`config.mk`:
```
export PLATFORM = sky130hd
export DESIGN_NAME = fifo_handoff_mutex
export DESIGN_NICKNAME = d
export VERILOG_FILES = /design/src/rtl/fhm_pkg.sv /design/src/rtl/fhm_ring.sv /design/src/rtl/fifo_handoff_mutex.sv
export SDC_FILE = /design/constraint.sdc
export NUM_CORES = 1
export LEC_CHECK = 0
export ABC_AREA = 1
export BUFFER_PORTS_ARGS = -buffer_cell sky130_fd_sc_hd__buf_2
export CORE_ASPECT_RATIO = 1.5
export CORE_MARGIN = 2
export CORE_UTILIZATION = 44
export DETAILED_ROUTE_END_ITERATION = 8
export PLACE_DENSITY = 0.69
export SLEW_MARGIN = 5
export SYNTH_ARGS = -nofsm -noshare
export SYNTH_HDL_FRONTEND = slang
export SYNTH_SLANG_ARGS = --single-unit
```
`constraint.sdc`:
```
create_clock -name clk -period 4.4 [get_ports clk]
set_clock_uncertainty 0.05 [all_clocks]
set_input_delay 0.88 -clock clk [delete_from_list [all_inputs] [get_ports clk]]
set_output_delay 0.88 -clock clk [all_outputs]
set_load 0.1 [all_outputs]
```
`src/rtl/fhm_pkg.sv`:
```
// Shared definitions for the mutex with a first-in first-out wait queue.
// Holds the queue depth, the derived widths, the request and status codes and the ring port struct.
// Depends on nothing; every other file imports it.
`default_nettype none

package fhm_pkg;

    localparam int QUEUE_DEPTH = 16;
    localparam int PTR_W       = (QUEUE_DEPTH > 1) ? $clog2(QUEUE_DEPTH) : 1;
    localparam int CNT_W       = $clog2(QUEUE_DEPTH + 1);
    localparam int TID_W       = 16;
    localparam int KIND_W      = 2;
    localparam int STATUS_W    = 3;

    localparam logic [KIND_W-1:0] KIND_LOCK    = 2'd0;
    localparam logic [KIND_W-1:0] KIND_TRYLOCK = 2'd1;
    localparam logic [KIND_W-1:0] KIND_UNLOCK  = 2'd2;
    localparam logic [KIND_W-1:0] KIND_DESTROY = 2'd3;

    localparam logic [STATUS_W-1:0] ST_GRANTED     = 3'd0;
    localparam logic [STATUS_W-1:0] ST_QUEUED      = 3'd1;
    localparam logic [STATUS_W-1:0] ST_FULL        = 3'd2;
    localparam logic [STATUS_W-1:0] ST_BUSY        = 3'd3;
    localparam logic [STATUS_W-1:0] ST_OK          = 3'd4;
    localparam logic [STATUS_W-1:0] ST_FREE_UNLOCK = 3'd5;

    typedef logic [PTR_W-1:0] ptr_t;
    typedef logic [TID_W-1:0] tid_t;

    typedef struct packed {
        logic wr_en;
        ptr_t wr_addr;
        logic rd_en;
        ptr_t rd_addr;
    } fhm_ring_req_t;

    function automatic ptr_t ring_next(input ptr_t p);
        ptr_t r;
        if (p == ptr_t'(QUEUE_DEPTH - 1))
        begin
            r = '0;
        end
        else
        begin
            r = p + ptr_t'(1);
        end
        return r;
    endfunction

endpackage

`default_nettype wire

```
`src/rtl/fhm_ring.sv`:
```
// Wait-queue storage: a synchronous memory of thread ids with one write and one read port.
// The read data is registered and appears in the cycle after the read request.
// Depends on fhm_pkg.
`default_nettype none

module fhm_ring (
    input  wire logic                  clk,
    input  wire fhm_pkg::fhm_ring_req_t req,
    input  wire fhm_pkg::tid_t          wr_data,
    output fhm_pkg::tid_t               rd_data
);
    import fhm_pkg::*;

    tid_t mem [QUEUE_DEPTH];

    always_ff @(posedge clk)
    begin
        if (req.wr_en)
        begin
            mem[req.wr_addr] <= wr_data;
        end
        if (req.rd_en)
        begin
            rd_data <= mem[req.rd_addr];
        end
    end

endmodule

`default_nettype wire

```
`src/rtl/fifo_handoff_mutex.sv`:
```
// Top level of the mutex with a first-in first-out wait queue and direct hand-off on unlock.
// Holds the owner, user count and ring pointers, and the output register; the queue is in fhm_ring.
// Depends on fhm_pkg and fhm_ring.
//
//  Channel  Direction  tdata                                        tuser
//  s_*      in         [15:0] thread_id                             [1:0] kind
//  m_*      out        [15:0] owner_id, [16] woken_valid,           [2:0] status
//                      [32:17] woken_id, [39:33] zero
//
// A request loads its result into the output register when it is taken; an unlock that wakes a waiter
// first reads the head entry from the ring memory, whose read data is registered, and loads it from the wake state.
// Reset clears the owner, user count, pointers and the control state; the ring
// is not cleared, as an entry is only read after it has been written.
// A new beat is taken while a finished result is being taken in the same cycle.
`default_nettype none

module fifo_handoff_mutex (
    input  wire logic        clk,
    input  wire logic        rst_n,
    input  wire logic        s_tvalid,
    output logic             s_tready,
    input  wire logic [15:0] s_tdata,  // [15:0] thread_id
    input  wire logic [1:0]  s_tuser,  // [1:0] kind
    output logic             m_tvalid,
    input  wire logic        m_tready,
    output logic [39:0]      m_tdata,  // [15:0] owner_id, [16] woken_valid, [32:17] woken_id
    output logic [2:0]       m_tuser   // [2:0] status
);
    import fhm_pkg::*;

    localparam logic S_IDLE = 1'b0;
    localparam logic S_WAKE = 1'b1;

    logic              state_reg, state_next;
    tid_t              owner_reg, owner_next;
    logic [CNT_W-1:0]  count_reg, count_next;
    ptr_t              head_reg, head_next;
    ptr_t              tail_reg, tail_next;
    logic              out_valid_reg, out_valid_next;

    logic [STATUS_W-1:0] status_reg, status_next;
    tid_t                owner_out_reg, owner_out_next;
    logic                woken_valid_reg, woken_valid_next;
    tid_t                woken_id_reg, woken_id_next;
    logic                load;

    fhm_ring_req_t ring_req;
    tid_t          ring_rd_data;

    logic        accept;
    logic        ring_empty;
    logic        ring_full;
    tid_t        tid;
    logic [KIND_W-1:0] kind;

    assign tid        = s_tdata;
    assign kind       = s_tuser;
    assign s_tready   = (state_reg == S_IDLE) && (!out_valid_reg || m_tready);
    assign accept     = s_tvalid && s_tready;
    assign ring_empty = (head_reg == tail_reg);
    assign ring_full  = (ring_next(tail_reg) == head_reg);

    fhm_ring u_ring (
        .clk     (clk),
        .req     (ring_req),
        .wr_data (tid),
        .rd_data (ring_rd_data)
    );

    always_comb
    begin
        state_next       = state_reg;
        owner_next       = owner_reg;
        count_next       = count_reg;
        head_next        = head_reg;
        tail_next        = tail_reg;
        status_next      = status_reg;
        owner_out_next   = owner_out_reg;
        woken_valid_next = 1'b0;
        woken_id_next    = '0;
        load             = 1'b0;
        ring_req.wr_en   = 1'b0;
        ring_req.wr_addr = tail_reg;
        ring_req.rd_en   = 1'b0;
        ring_req.rd_addr = head_reg;

        case (state_reg)
            S_IDLE:
            begin
                if (accept)
                begin
                    load = 1'b1;
                    case (kind)
                        KIND_LOCK:
                        begin
                            if (tid == '0)
                            begin
                                status_next = ST_BUSY;
                            end
                            else if (owner_reg == '0)
                            begin
                                owner_next  = tid;
                                count_next  = count_reg + CNT_W'(1);
                                status_next = ST_GRANTED;
                            end
                            else if (ring_full)
                            begin
                                status_next = ST_FULL;
                            end
                            else
                            begin
                                ring_req.wr_en = 1'b1;
                                tail_next      = ring_next(tail_reg);
                                count_next     = count_reg + CNT_W'(1);
                                status_next    = ST_QUEUED;
                            end
                        end
                        KIND_TRYLOCK:
                        begin
                            if (tid != '0 && owner_reg == '0)
                            begin
                                owner_next  = tid;
                                count_next  = count_reg + CNT_W'(1);
                                status_next = ST_GRANTED;
                            end
                            else
                            begin
                                status_next = ST_BUSY;
                            end
                        end
                        KIND_UNLOCK:
                        begin
                            if (owner_reg == '0)
                            begin
                                status_next = ST_FREE_UNLOCK;
                            end
                            else if (!ring_empty)
                            begin
                                ring_req.rd_en = 1'b1;
                                head_next      = ring_next(head_reg);
                                if (count_reg != '0)
                                begin
                                    count_next = count_reg - CNT_W'(1);
                                end
                                load       = 1'b0;
                                state_next = S_WAKE;
                            end
                            else
                            begin
                                owner_next  = '0;
                                count_next  = '0;
                                status_next = ST_OK;
                            end
                        end
                        default:
                        begin
                            status_next = (count_reg == '0) ? ST_OK : ST_BUSY;
                        end
                    endcase
                    owner_out_next = owner_next;
                end
            end
            S_WAKE:
            begin
                load             = 1'b1;
                owner_next       = ring_rd_data;
                owner_out_next   = ring_rd_data;
                status_next      = ST_OK;
                woken_valid_next = 1'b1;
                woken_id_next    = ring_rd_data;
                state_next       = S_IDLE;
            end
            default:
            begin
                state_next = S_IDLE;
            end
        endcase

        if (load)
        begin
            out_valid_next = 1'b1;
        end
        else if (m_tready)
        begin
            out_valid_next = 1'b0;
        end
        else
        begin
            out_valid_next = out_valid_reg;
        end
    end

    always_ff @(posedge clk or negedge rst_n)
    begin
        if (!rst_n)
        begin
            state_reg     <= S_IDLE;
            owner_reg     <= '0;
            count_reg     <= '0;
            head_reg      <= '0;
            tail_reg      <= '0;
            out_valid_reg <= 1'b0;
        end
        else
        begin
            state_reg     <= state_next;
            owner_reg     <= owner_next;
            count_reg     <= count_next;
            head_reg      <= head_next;
            tail_reg      <= tail_next;
            out_valid_reg <= out_valid_next;
        end
    end

    always_ff @(posedge clk)
    begin
        if (load)
        begin
            status_reg      <= status_next;
            owner_out_reg   <= owner_out_next;
            woken_valid_reg <= woken_valid_next;
            woken_id_reg    <= woken_id_next;
        end
    end

    assign m_tvalid = out_valid_reg;
    assign m_tuser  = status_reg;
    assign m_tdata  = {7'd0, woken_id_reg, woken_valid_reg, owner_out_reg};

endmodule

`default_nettype wire

```
==> results.toml, run 1 <==
[route]
route.top_layer_used = "met4"
dr_wl_met3_um = 2170
drt_iter0_markers = 1048
wl_per_cell_um = 20.8
first_pass_iters = 5
postRouteWirelength_um = 35500
viasPerCell = 5.54
ant_nets = 0
wl_met2_um = 17500
drt-met1-wl_um = 13600
drcViolationCount = 0
dr_total_vias = 9417

[timing]
slew-limit-headroom_pct = 35.9
fmax_ghz = 0.295
worst_pin_slew_ps = 962
finalCritPeriodShare_pct = 76.9
slew_viol_final = 0
hold_viol = 0
rsz0062_at_grt = "false"
setup_viol = 0
fin_crit_ps = 3390
whs_ps = 352
final.setup.tns_ps = 0

[die]
fp-row-count = 80
start_util_pct = 44.6
dieArea_um2 = 33600
die_x_um = 150
num_io_pins = 67
fp.coreArea_um2 = 31700
die_h_um = 224

[critical_path]
path_max_fanout = 26
worstReg2RegEnd = "u_ring.mem[10][2]"
crit_chain = "inv_2 -> nand2_1 -> a21oi_1 -> o21ai_1 -> nor2_1 -> nand2_2 -> nand4_4 -> nor3_2 -> buf_4"
crit_arrival_ps = 3580
reg2reg_depth = 9
r2r-start = "head_reg[2]"
crit_path_start_kind = "register"
cpMaxStageDelayCell = "dfrtp_1"
r2r_slack_ps = 1010
end_kind = "register"
required_ps = 4600
critPathKind = "reg2reg"
max_stage_delay_ps = 970

[grt]
grt_overflow_total = 0
grt_usage_pct = 21.1
grt_pass1_wl_um = 53800
antenna_found_initial = 0
grt_pass1_vias = 9128
grt_max_degree = 82

[layout]
num_antenna_cells = 0
syn2layout_area_growth_pct = 12.9
fillers = 2703
final_nets = 1298
drive_gt1_share_pct = 14.1
top_register = "u_ring.mem"
largest_reg_flops = 256

[logic_synthesis]
postSynthCellCount = 1205
synth-edff-count = 308
syn_area_um2 = 14100
synth_warnings = 0
seq_area_frac_synth_pct = 70.9
async_flop_share_pct = 9.14
synth_ff_type = "edfxtp_1"
ys_ff_latch = 339
ys_types = 37
syn_area_per_cell_um2 = 11.7

[clock_tree]
numCtsBuffers = 29
ctsResizeCount = 0
clock_path_buffers = 3
cts_max_level = 1
clkTransAtPathRegs_ps = 70
cts_tree = "built"
postCtsHoldBufs = 0
clock_sinks = 339
cts-root-buf = "clkbuf_16"
clock_latency_ps = 570
post_cts_buffers = 0

[flow_run]
max_cap_violations = 0

[run_status]
status = "completed"

[power_and_ir_drop]
peakVddDrop_uv = 290
power_leakage_nw = 6.00
p_per_area_nw_per_um2 = 690

[placed_design]
hpwlAfterDp_um = 23200
io_buffers = 59
routabilityCongestion = 0.910

[min_path]
min_path_type = "in2async"
==> synth_stat cells (2+ instances only) <==
library cell  number  area [um2]
a21oi_1           57         285
a221oi_1          21         184
buf_1              7        26.3
buf_2             10        50.1
buf_4             10        75.1
buf_6              6        67.6
clkbuf_1          36         135
clkinv_1           2        7.51
dfrtp_1           31         776
edfxtp_1         308        9250
ha_1               8         100
inv_1             57         214
inv_2             12        45.0
nand2_1          288        1080
nand2_2            3        18.8
nand3_1           38         190
nand3_2            2        20.0
nand4_1           18         113
nor2_1            98         368
nor2_2             2        12.5
nor2_4             2        22.5
nor3_1            16        80.1
o211ai_1           2        15.0
o21ai_0          111         556
o21ai_1            8        40.0
o221ai_1          11        96.3
o22ai_1           23         144
xnor2_1            4        35.0
xor2_1             6        52.6
==> area by class of cell <==
type | count | area, um2 | share of cell area (%)
sequential | 339 | 10000 | 62.8
timing repair buffer | 95 | 578 | 3.62
clock inverter | 12 | 168 | 1.05
multi-input combinational | 732 | 3600 | 22.6
inverter | 71 | 268 | 1.68
clock buffer | 42 | 815 | 5.10
tap | 410 | 513 | 3.21
==> per-layer routing <==
layer | global-route usage (%) | vias to the layer above
li1 | - | 4373
met1 | 26.4 | 4587
met2 | 34.9 | 385
met3 | 3.01 | 72
met4 | 12.0 | 0
met5 | 0 | -
==> power by group <==
group | leakage, nW | internal, W | switching [W]
logic | 2.32 | 0.000983 | 0.00315
registers | 3.20 | 0.00393 | 0.000325
clock network | 0.475 | 0.00152 | 0.00111
total | 6.00 | 0.00643 | 0.00459
==> cell families (layout without fill, tap and decap cells) <==
logic type	count (synthesis)	after routing	synth area share (%)
XOR/XNOR	10	10	0.619
AND/OR/NAND/NOR	470	470	13.8
adder cells (fa/ha/maj)	8	8	0.708
other	1	7	0.0265
AO/OA/AOI/OAI	237	237	9.57
buffers and inverters	140	220	4.39
flip-flops	339	339	70.9
==> worst max-delay path, delay by kind of cell, from the launching register on <==
family	cells	cell delay [ps]
and+or+nand+nor	5	1120
AOI/OAI and AO/OA	2	220
DFF	1	970
buffers and inverters	2	660
==> stage by stage <==
| step | utilization, % | setup slack, ps | total power [W] | area [um2] | std cells |
|---|---|---|---|---|---|
| CTS | 50.3 | 1040 | 0.0110 | 16000 | 1701 |
| global route | 50.3 | 800 | 0.0116 | 16000 | 1701 |
| floorplan | - | 662 | 0.00727 | 14200 | 1211 |
| detailed placement | 47.2 | 1080 | 0.00841 | 15000 | 1647 |
| global placement | 47.2 | 1150 | 0.00836 | 15000 | 1647 |
| finish | 50.3 | 1010 | 0.0110 | 16000 | 1701 |
==> worst max path at each step <==
stage | slack, ps | start | cells after the start | end
floorplan | 660 | m_tready | 7 | u_ring.mem[0][0]
global placement | 1150 | head_reg[2] | 9 | u_ring.mem[10][4]
detailed placement | 1080 | head_reg[2] | 9 | u_ring.mem[10][6]
CTS | 1040 | head_reg[2] | 9 | u_ring.mem[10][8]
global route | 800 | head_reg[2] | 9 | u_ring.mem[10][2]
finish | 1010 | head_reg[2] | 9 | u_ring.mem[10][2]
==> cell usage in the layout, fill, tap and decap left out, types with 4 or more instances in the layout <==
master,netlist,routed
clkbuf_8,0,4
buf_4,10,35
o221ai_1,11,11
a221oi_1,21,21
ha_1,8,8
bufinv_16,0,4
nand3_1,38,38
clkinv_2,0,5
nand4_1,18,18
buf_2,10,59
nor2_1,98,98
o21ai_1,8,8
conb_1,1,7
clkbuf_1,36,9
dfrtp_1,31,30
xnor2_1,4,4
o22ai_1,23,23
a21oi_1,57,57
inv_1,57,57
inv_2,12,11
clkbuf_16,0,29
edfxtp_1,308,308
xor2_1,6,6
o21ai_0,111,111
nor3_2,0,16
nand2_1,288,288
No activity file was read; power rests on OpenSTA's default activity.
==> run 2: changes to the inputs <==
Settings changed: PLACE_DENSITY 0.69 to 0.72.
Clock period 4.4 ns to 2.7 ns, I/O delays scaled along.
==> results.toml, run 2 (synthesis results as in run 1) <==
[power_and_ir_drop]
seq_power_share_pct = 36.6
intPower_w = 0.0107
p_sw_share_pct = 41.3
peakVddDrop_uv = 572
p_per_area_nw_per_um2 = 1100
switching_power_w = 0.00755
power_leakage_nw = 6.36
p_clk_share_pct = 23.8
combPwrFrac_pct = 39.5

[route]
route.top_layer_used = "met4"
dr_wl_met3_um = 2420
drt-met1-wl_um = 12900
wl_per_cell_um = 20.1
ant_nets = 0
dr_total_vias = 9607
drcViolationCount = 0
drt_iter0_markers = 1128
postRouteWirelength_um = 35000
viasPerCell = 5.52
wl_met2_um = 18300
first_pass_iters = 5

[clock_tree]
clock_sinks = 339
clock_latency_ps = 580
clkTransAtPathRegs_ps = 70
clock_path_buffers = 3
cts_tree = "built"
numCtsBuffers = 30
postCtsHoldBufs = 0
ctsResizeCount = 0
cts_max_level = 1
cts-root-buf = "clkbuf_16"

[critical_path]
required_ps = 2930
crit_chain = "inv_1 -> ha_1 -> xnor2_1 -> o21ai_1 -> nor2_1 -> nand2_2 -> nand4_4 -> buf_4 -> nor3_4 -> buf_12"
r2r-start = "tail_reg[0]"
critPathKind = "reg2reg"
cp_top_family = "simple AND/OR/NAND/NOR gates"
max_stage_delay_ps = 440
end_kind = "register"
r2r_slack_ps = 320
crit_arrival_ps = 2610
crit_path_start_kind = "register"
reg2reg_depth = 10
cpMaxStageDelayCell = "dfrtp_1"
worstReg2RegEnd = "u_ring.mem[7][9]"
path_max_fanout = 16
worst-path-buf-inv = 3

[timing]
timing.final.ws_setup_ps = 317
hold_viol = 0
finalCritPeriodShare_pct = 88.3
whs_ps = 9.08
slew_viol_final = 0
fin_crit_ps = 2380
setup_viol = 0
rsz0062_at_grt = "false"
worst_pin_slew_ps = 831
fmax_ghz = 0.420
slew-limit-headroom_pct = 44.6

[grt]
grt_max_degree = 131
grt_pass1_wl_um = 52400
grt_overflow_total = 0
antenna_found_initial = 0
grt_pass1_vias = 9275
grt_usage_pct = 20.5

[flow_run]
max_cap_violations = 0

[placed_design]
io_buffers = 59
place_ws_ps = -2.49
dpl_cell_area_um2 = 15300
hpwlAfterDp_um = 23600
routabilityCongestion = 0.901

[layout]
drive_gt1_share_pct = 16.7
final_nets = 1335
post-route-util_pct = 52.2
fillers = 2617
syn2layout_area_growth_pct = 17.1
num_antenna_cells = 0
largest_reg_flops = 256
stdcell_area_um2 = 16600
top_register = "u_ring.mem"
final_cell_mix = "edfxtp_1, nand2_1, o21ai_0, nor2_1, buf_2"
final_common_cell = "edfxtp_1"

[die]
die_x_um = 150
fp-row-count = 80
dieArea_um2 = 33600
die_h_um = 224
fp.coreArea_um2 = 31700
start_util_pct = 44.6
num_io_pins = 67

[min_path]
min_path_type = "in2async"

[run_status]
status = "completed"
## run 2: changes by cell type in the layout (fill, tap and decap cells not counted), moves of 16 or more
cell and delta:
buf_4 +20, nor3_2 -16, nor3_4 +16, buf_12 +16
## run 2: worst max-delay path by stage
stage	cells past startpoint	to	slack, ps	from
2_1_floorplan	7	woken_id_reg[0]	30	m_tvalid
3_3_place_gp	7	u_ring.mem[14][0]	7	s_tuser[1]
3_5_place_dp	7	u_ring.mem[13][5]	-2	s_tuser[1]
4_1_cts	9	u_ring.mem[13][4]	7	tail_reg[0]
5_1_grt	12	u_ring.mem[7][8]	170	tail_reg[0]
6_report	10	u_ring.mem[7][9]	320	tail_reg[0]
## run 2: worst register-to-register path: stages (launching register included)
cell     delay [ps]
dfrtp_1         440
inv_1            80
ha_1            320
xnor2_1         130
o21ai_1          90
nor2_1           80
nand2_2          90
nand4_4         140
buf_4           240
nor3_4          250
buf_12          190
## run 2: layout make-up
type	instances	area [um2]	area share, %
inverter	71	272	1.64
clock inverter	13	165	0.997
timing repair buffer	131	1050	6.33
multi-input combinational	732	3700	22.3
tap	410	513	3.10
clock buffer	43	840	5.07
sequential	339	10000	60.5
## run 2: stage by stage
step | cells | setup TNS, ps | total power [W]
detailed placement | 1665 | -21.8 | 0.0139
global placement | 1665 | 0 | 0.0138
CTS | 1721 | 0 | 0.0182
floorplan | 1211 | 0 | 0.0120
global route | 1739 | 0 | 0.0192
finish | 1739 | 0 | 0.0183
## run 2: routing by layer
layer  up-vias  track usage [%]
met4         0             9.16
met3        91             2.20
met1      4604             24.9
met2       454             36.5
li1       4458                -
met5         -                0
## run 2: repair_timing
action | 4_1_cts | 5_1_grt
buffers inserted | 0 | 18
hold endpoints to repair | 0 | 0
setup endpoints to repair | 0 | 256
## run 2: power groups by stage
stage               Combinational [W]  Sequential, W  Clock [W]
global placement              0.00701        0.00678          0
detailed placement            0.00710        0.00680          0
finish                        0.00721        0.00669    0.00435
CTS                           0.00713        0.00669    0.00440
floorplan                     0.00396        0.00802          0
global route                  0.00780        0.00674    0.00461
==> run 3: changes to the inputs <==
Settings changed: BUFFER_PORTS_ARGS -buffer_cell sky130_fd_sc_hd__buf_2 to -buffer_cell sky130_fd_sc_hd__buf_4, CORE_UTILIZATION 44 to 35, CTS_BUF_LIST set to sky130_fd_sc_hd__clkbuf_4 sky130_fd_sc_hd__clkbuf_8 sky130_fd_sc_hd__clkbuf_16, PLACE_DENSITY 0.72 to 0.61.
==> results.toml, run 3 (synthesis results as in run 1) <==
[run_status]
status = "completed"

[clock_tree]
post_cts_buffers = 0
clkTransAtPathRegs_ps = 70
clock_sinks = 339
cts-root-buf = "clkbuf_16"
postCtsHoldBufs = 1
clock_latency_ps = 580
cts_tree = "built"
numCtsBuffers = 31
clock_path_buffers = 3
cts_max_level = 1
ctsResizeCount = 0

[route]
dr_total_vias = 9528
first_pass_iters = 6
postRouteWirelength_um = 37100
viasPerCell = 5.20
drt_iter0_markers = 874
ant_nets = 0
drcViolationCount = 0
wl_per_cell_um = 20.3

[power_and_ir_drop]
combPwrFrac_pct = 40.4
power_w = 0.0180
p_per_area_nw_per_um2 = 1080
p_sw_share_pct = 41.9
peakVddDrop_uv = 541
seq_power_share_pct = 37.4
power_leakage_nw = 6.35
intPower_w = 0.0105
switching_power_w = 0.00756
p_clk_share_pct = 22.1

[timing]
slew_viol_final = 0
slew-limit-headroom_pct = 40.2
setup_viol = 0
final.setup.tns_ps = 0
rsz0062_at_grt = "false"
hold_viol = 0
fmax_ghz = 0.407
finalCritPeriodShare_pct = 90.9
timing.final.ws_setup_ps = 245
worst_pin_slew_ps = 897
fin_crit_ps = 2450

[critical_path]
critPathKind = "reg2reg"
required_ps = 2910
crit_path_start_kind = "register"
end_kind = "register"
crit_arrival_ps = 2670
path_max_fanout = 24

[grt]
grt_overflow_total = 0
antenna_found_initial = 1
grt_pass1_vias = 9492
grt_usage_pct = 17.5
grt_pass1_wl_um = 56200
grt_max_degree = 95

[placed_design]
hpwlAfterDp_um = 24100
place_ws_ps = 189
io_buffers = 59
place_inst = 1776
routabilityCongestion = 0.841

[layout]
drive_gt1_share_pct = 16.5
largest_reg_flops = 256
top_register = "u_ring.mem"
final_common_cell = "edfxtp_1"
final_nets = 1334
num_antenna_cells = 0
fillers = 3720
multi_input_area_um2 = 3700
post-route-util_pct = 41.7
syn2layout_area_growth_pct = 18.1
layout.cells.non_filler = 1831
seqCellArea_um2 = 10000
final_cell_mix = "edfxtp_1, nand2_1, buf_4, o21ai_0, nor2_1"

[die]
start_util_pct = 35.3
fp.coreArea_um2 = 40100
fp-row-count = 90
num_io_pins = 67
dieArea_um2 = 42100
die_h_um = 250
die_x_um = 168

[flow_run]
max_cap_violations = 0

[min_path]
min_path_type = "in2reg"
run 3: cell count changes in the layout (fill, tap and decap cells not counted), moves of 2 or more:
cell        before  now
buf_4           55  113
bufinv_16        3    0
buf_12          17   15
clkinvlp_4       3    5
clkinv_1         3   11
clkbuf_8         4    0
buf_2           59    0
clkbuf_1         9    0
clkbuf_4         0    5
run 3: worst max-delay path, stage by stage, from the launching register on:
cell,delay [ps]
dfrtp_1,460
inv_1,140
ha_1,340
xnor2_1,140
o21ai_1,90
nor2_1,80
nand2_2,90
nand4_4,90
buf_12,210
nor3_4,150
buf_4,280
run 3: final timing paths:
| path | startpoint | endpoint | slack (ps) | cells after the start |
|---|---|---|---|---|
| worst max register to register | tail_reg[0] | u_ring.mem[3][6] | 250 | 10 |
| worst min-delay path | s_tdata[2] | u_ring.mem[0][2] | 260 | 1 |
| worst max-delay path | tail_reg[0] | u_ring.mem[3][6] | 250 | 10 |
| max in group asynchronous | rst_n | head_reg[0] | 1840 | 2 |
| worst min register to register | owner_reg[2] | owner_reg[2] | 450 | 2 |
| min in group asynchronous | rst_n | count_reg[3] | 410 | 2 |
run 3: stage by stage:
| stage | cell area (um2) | hold WS [ps] |
|---|---|---|
| 3_3_place_gp | 15800 | 426 |
| 6_report | 16700 | 261 |
| 3_5_place_dp | 15800 | 435 |
| 5_1_grt | 16700 | 246 |
| 4_1_cts | 16700 | 228 |
| 2_1_floorplan | 14400 | 194 |
run 3: layer usage:
metal	vias to the layer above	global-route usage, %	part of all wire, %
li1	4454	-	-
met1	4648	21.1	38
met3	76	1.86	6.1
met4	0	6.75	3.4
met2	350	32.2	52
met5	-	0	0
run 3: layout make-up:
class	instances	area share (%)
Sequential cell	339	60.0
Multi-Input combinational cell	732	22.2
Timing Repair Buffer	129	6.94
Clock buffer	36	4.87
Tap cell	506	3.79
Inverter	71	1.63
Clock inverter	18	0.554
run 3: power by group through the flow:
stage / logic (W) / registers, W / clock network, W
after global placement: 0.00721 / 0.00684 / 0
after CTS: 0.00729 / 0.00675 / 0.00407
final: 0.00729 / 0.00675 / 0.00399
after floorplan: 0.00396 / 0.00802 / 0
after detailed placement: 0.00727 / 0.00685 / 0
after global routing: 0.00794 / 0.00681 / 0.00427
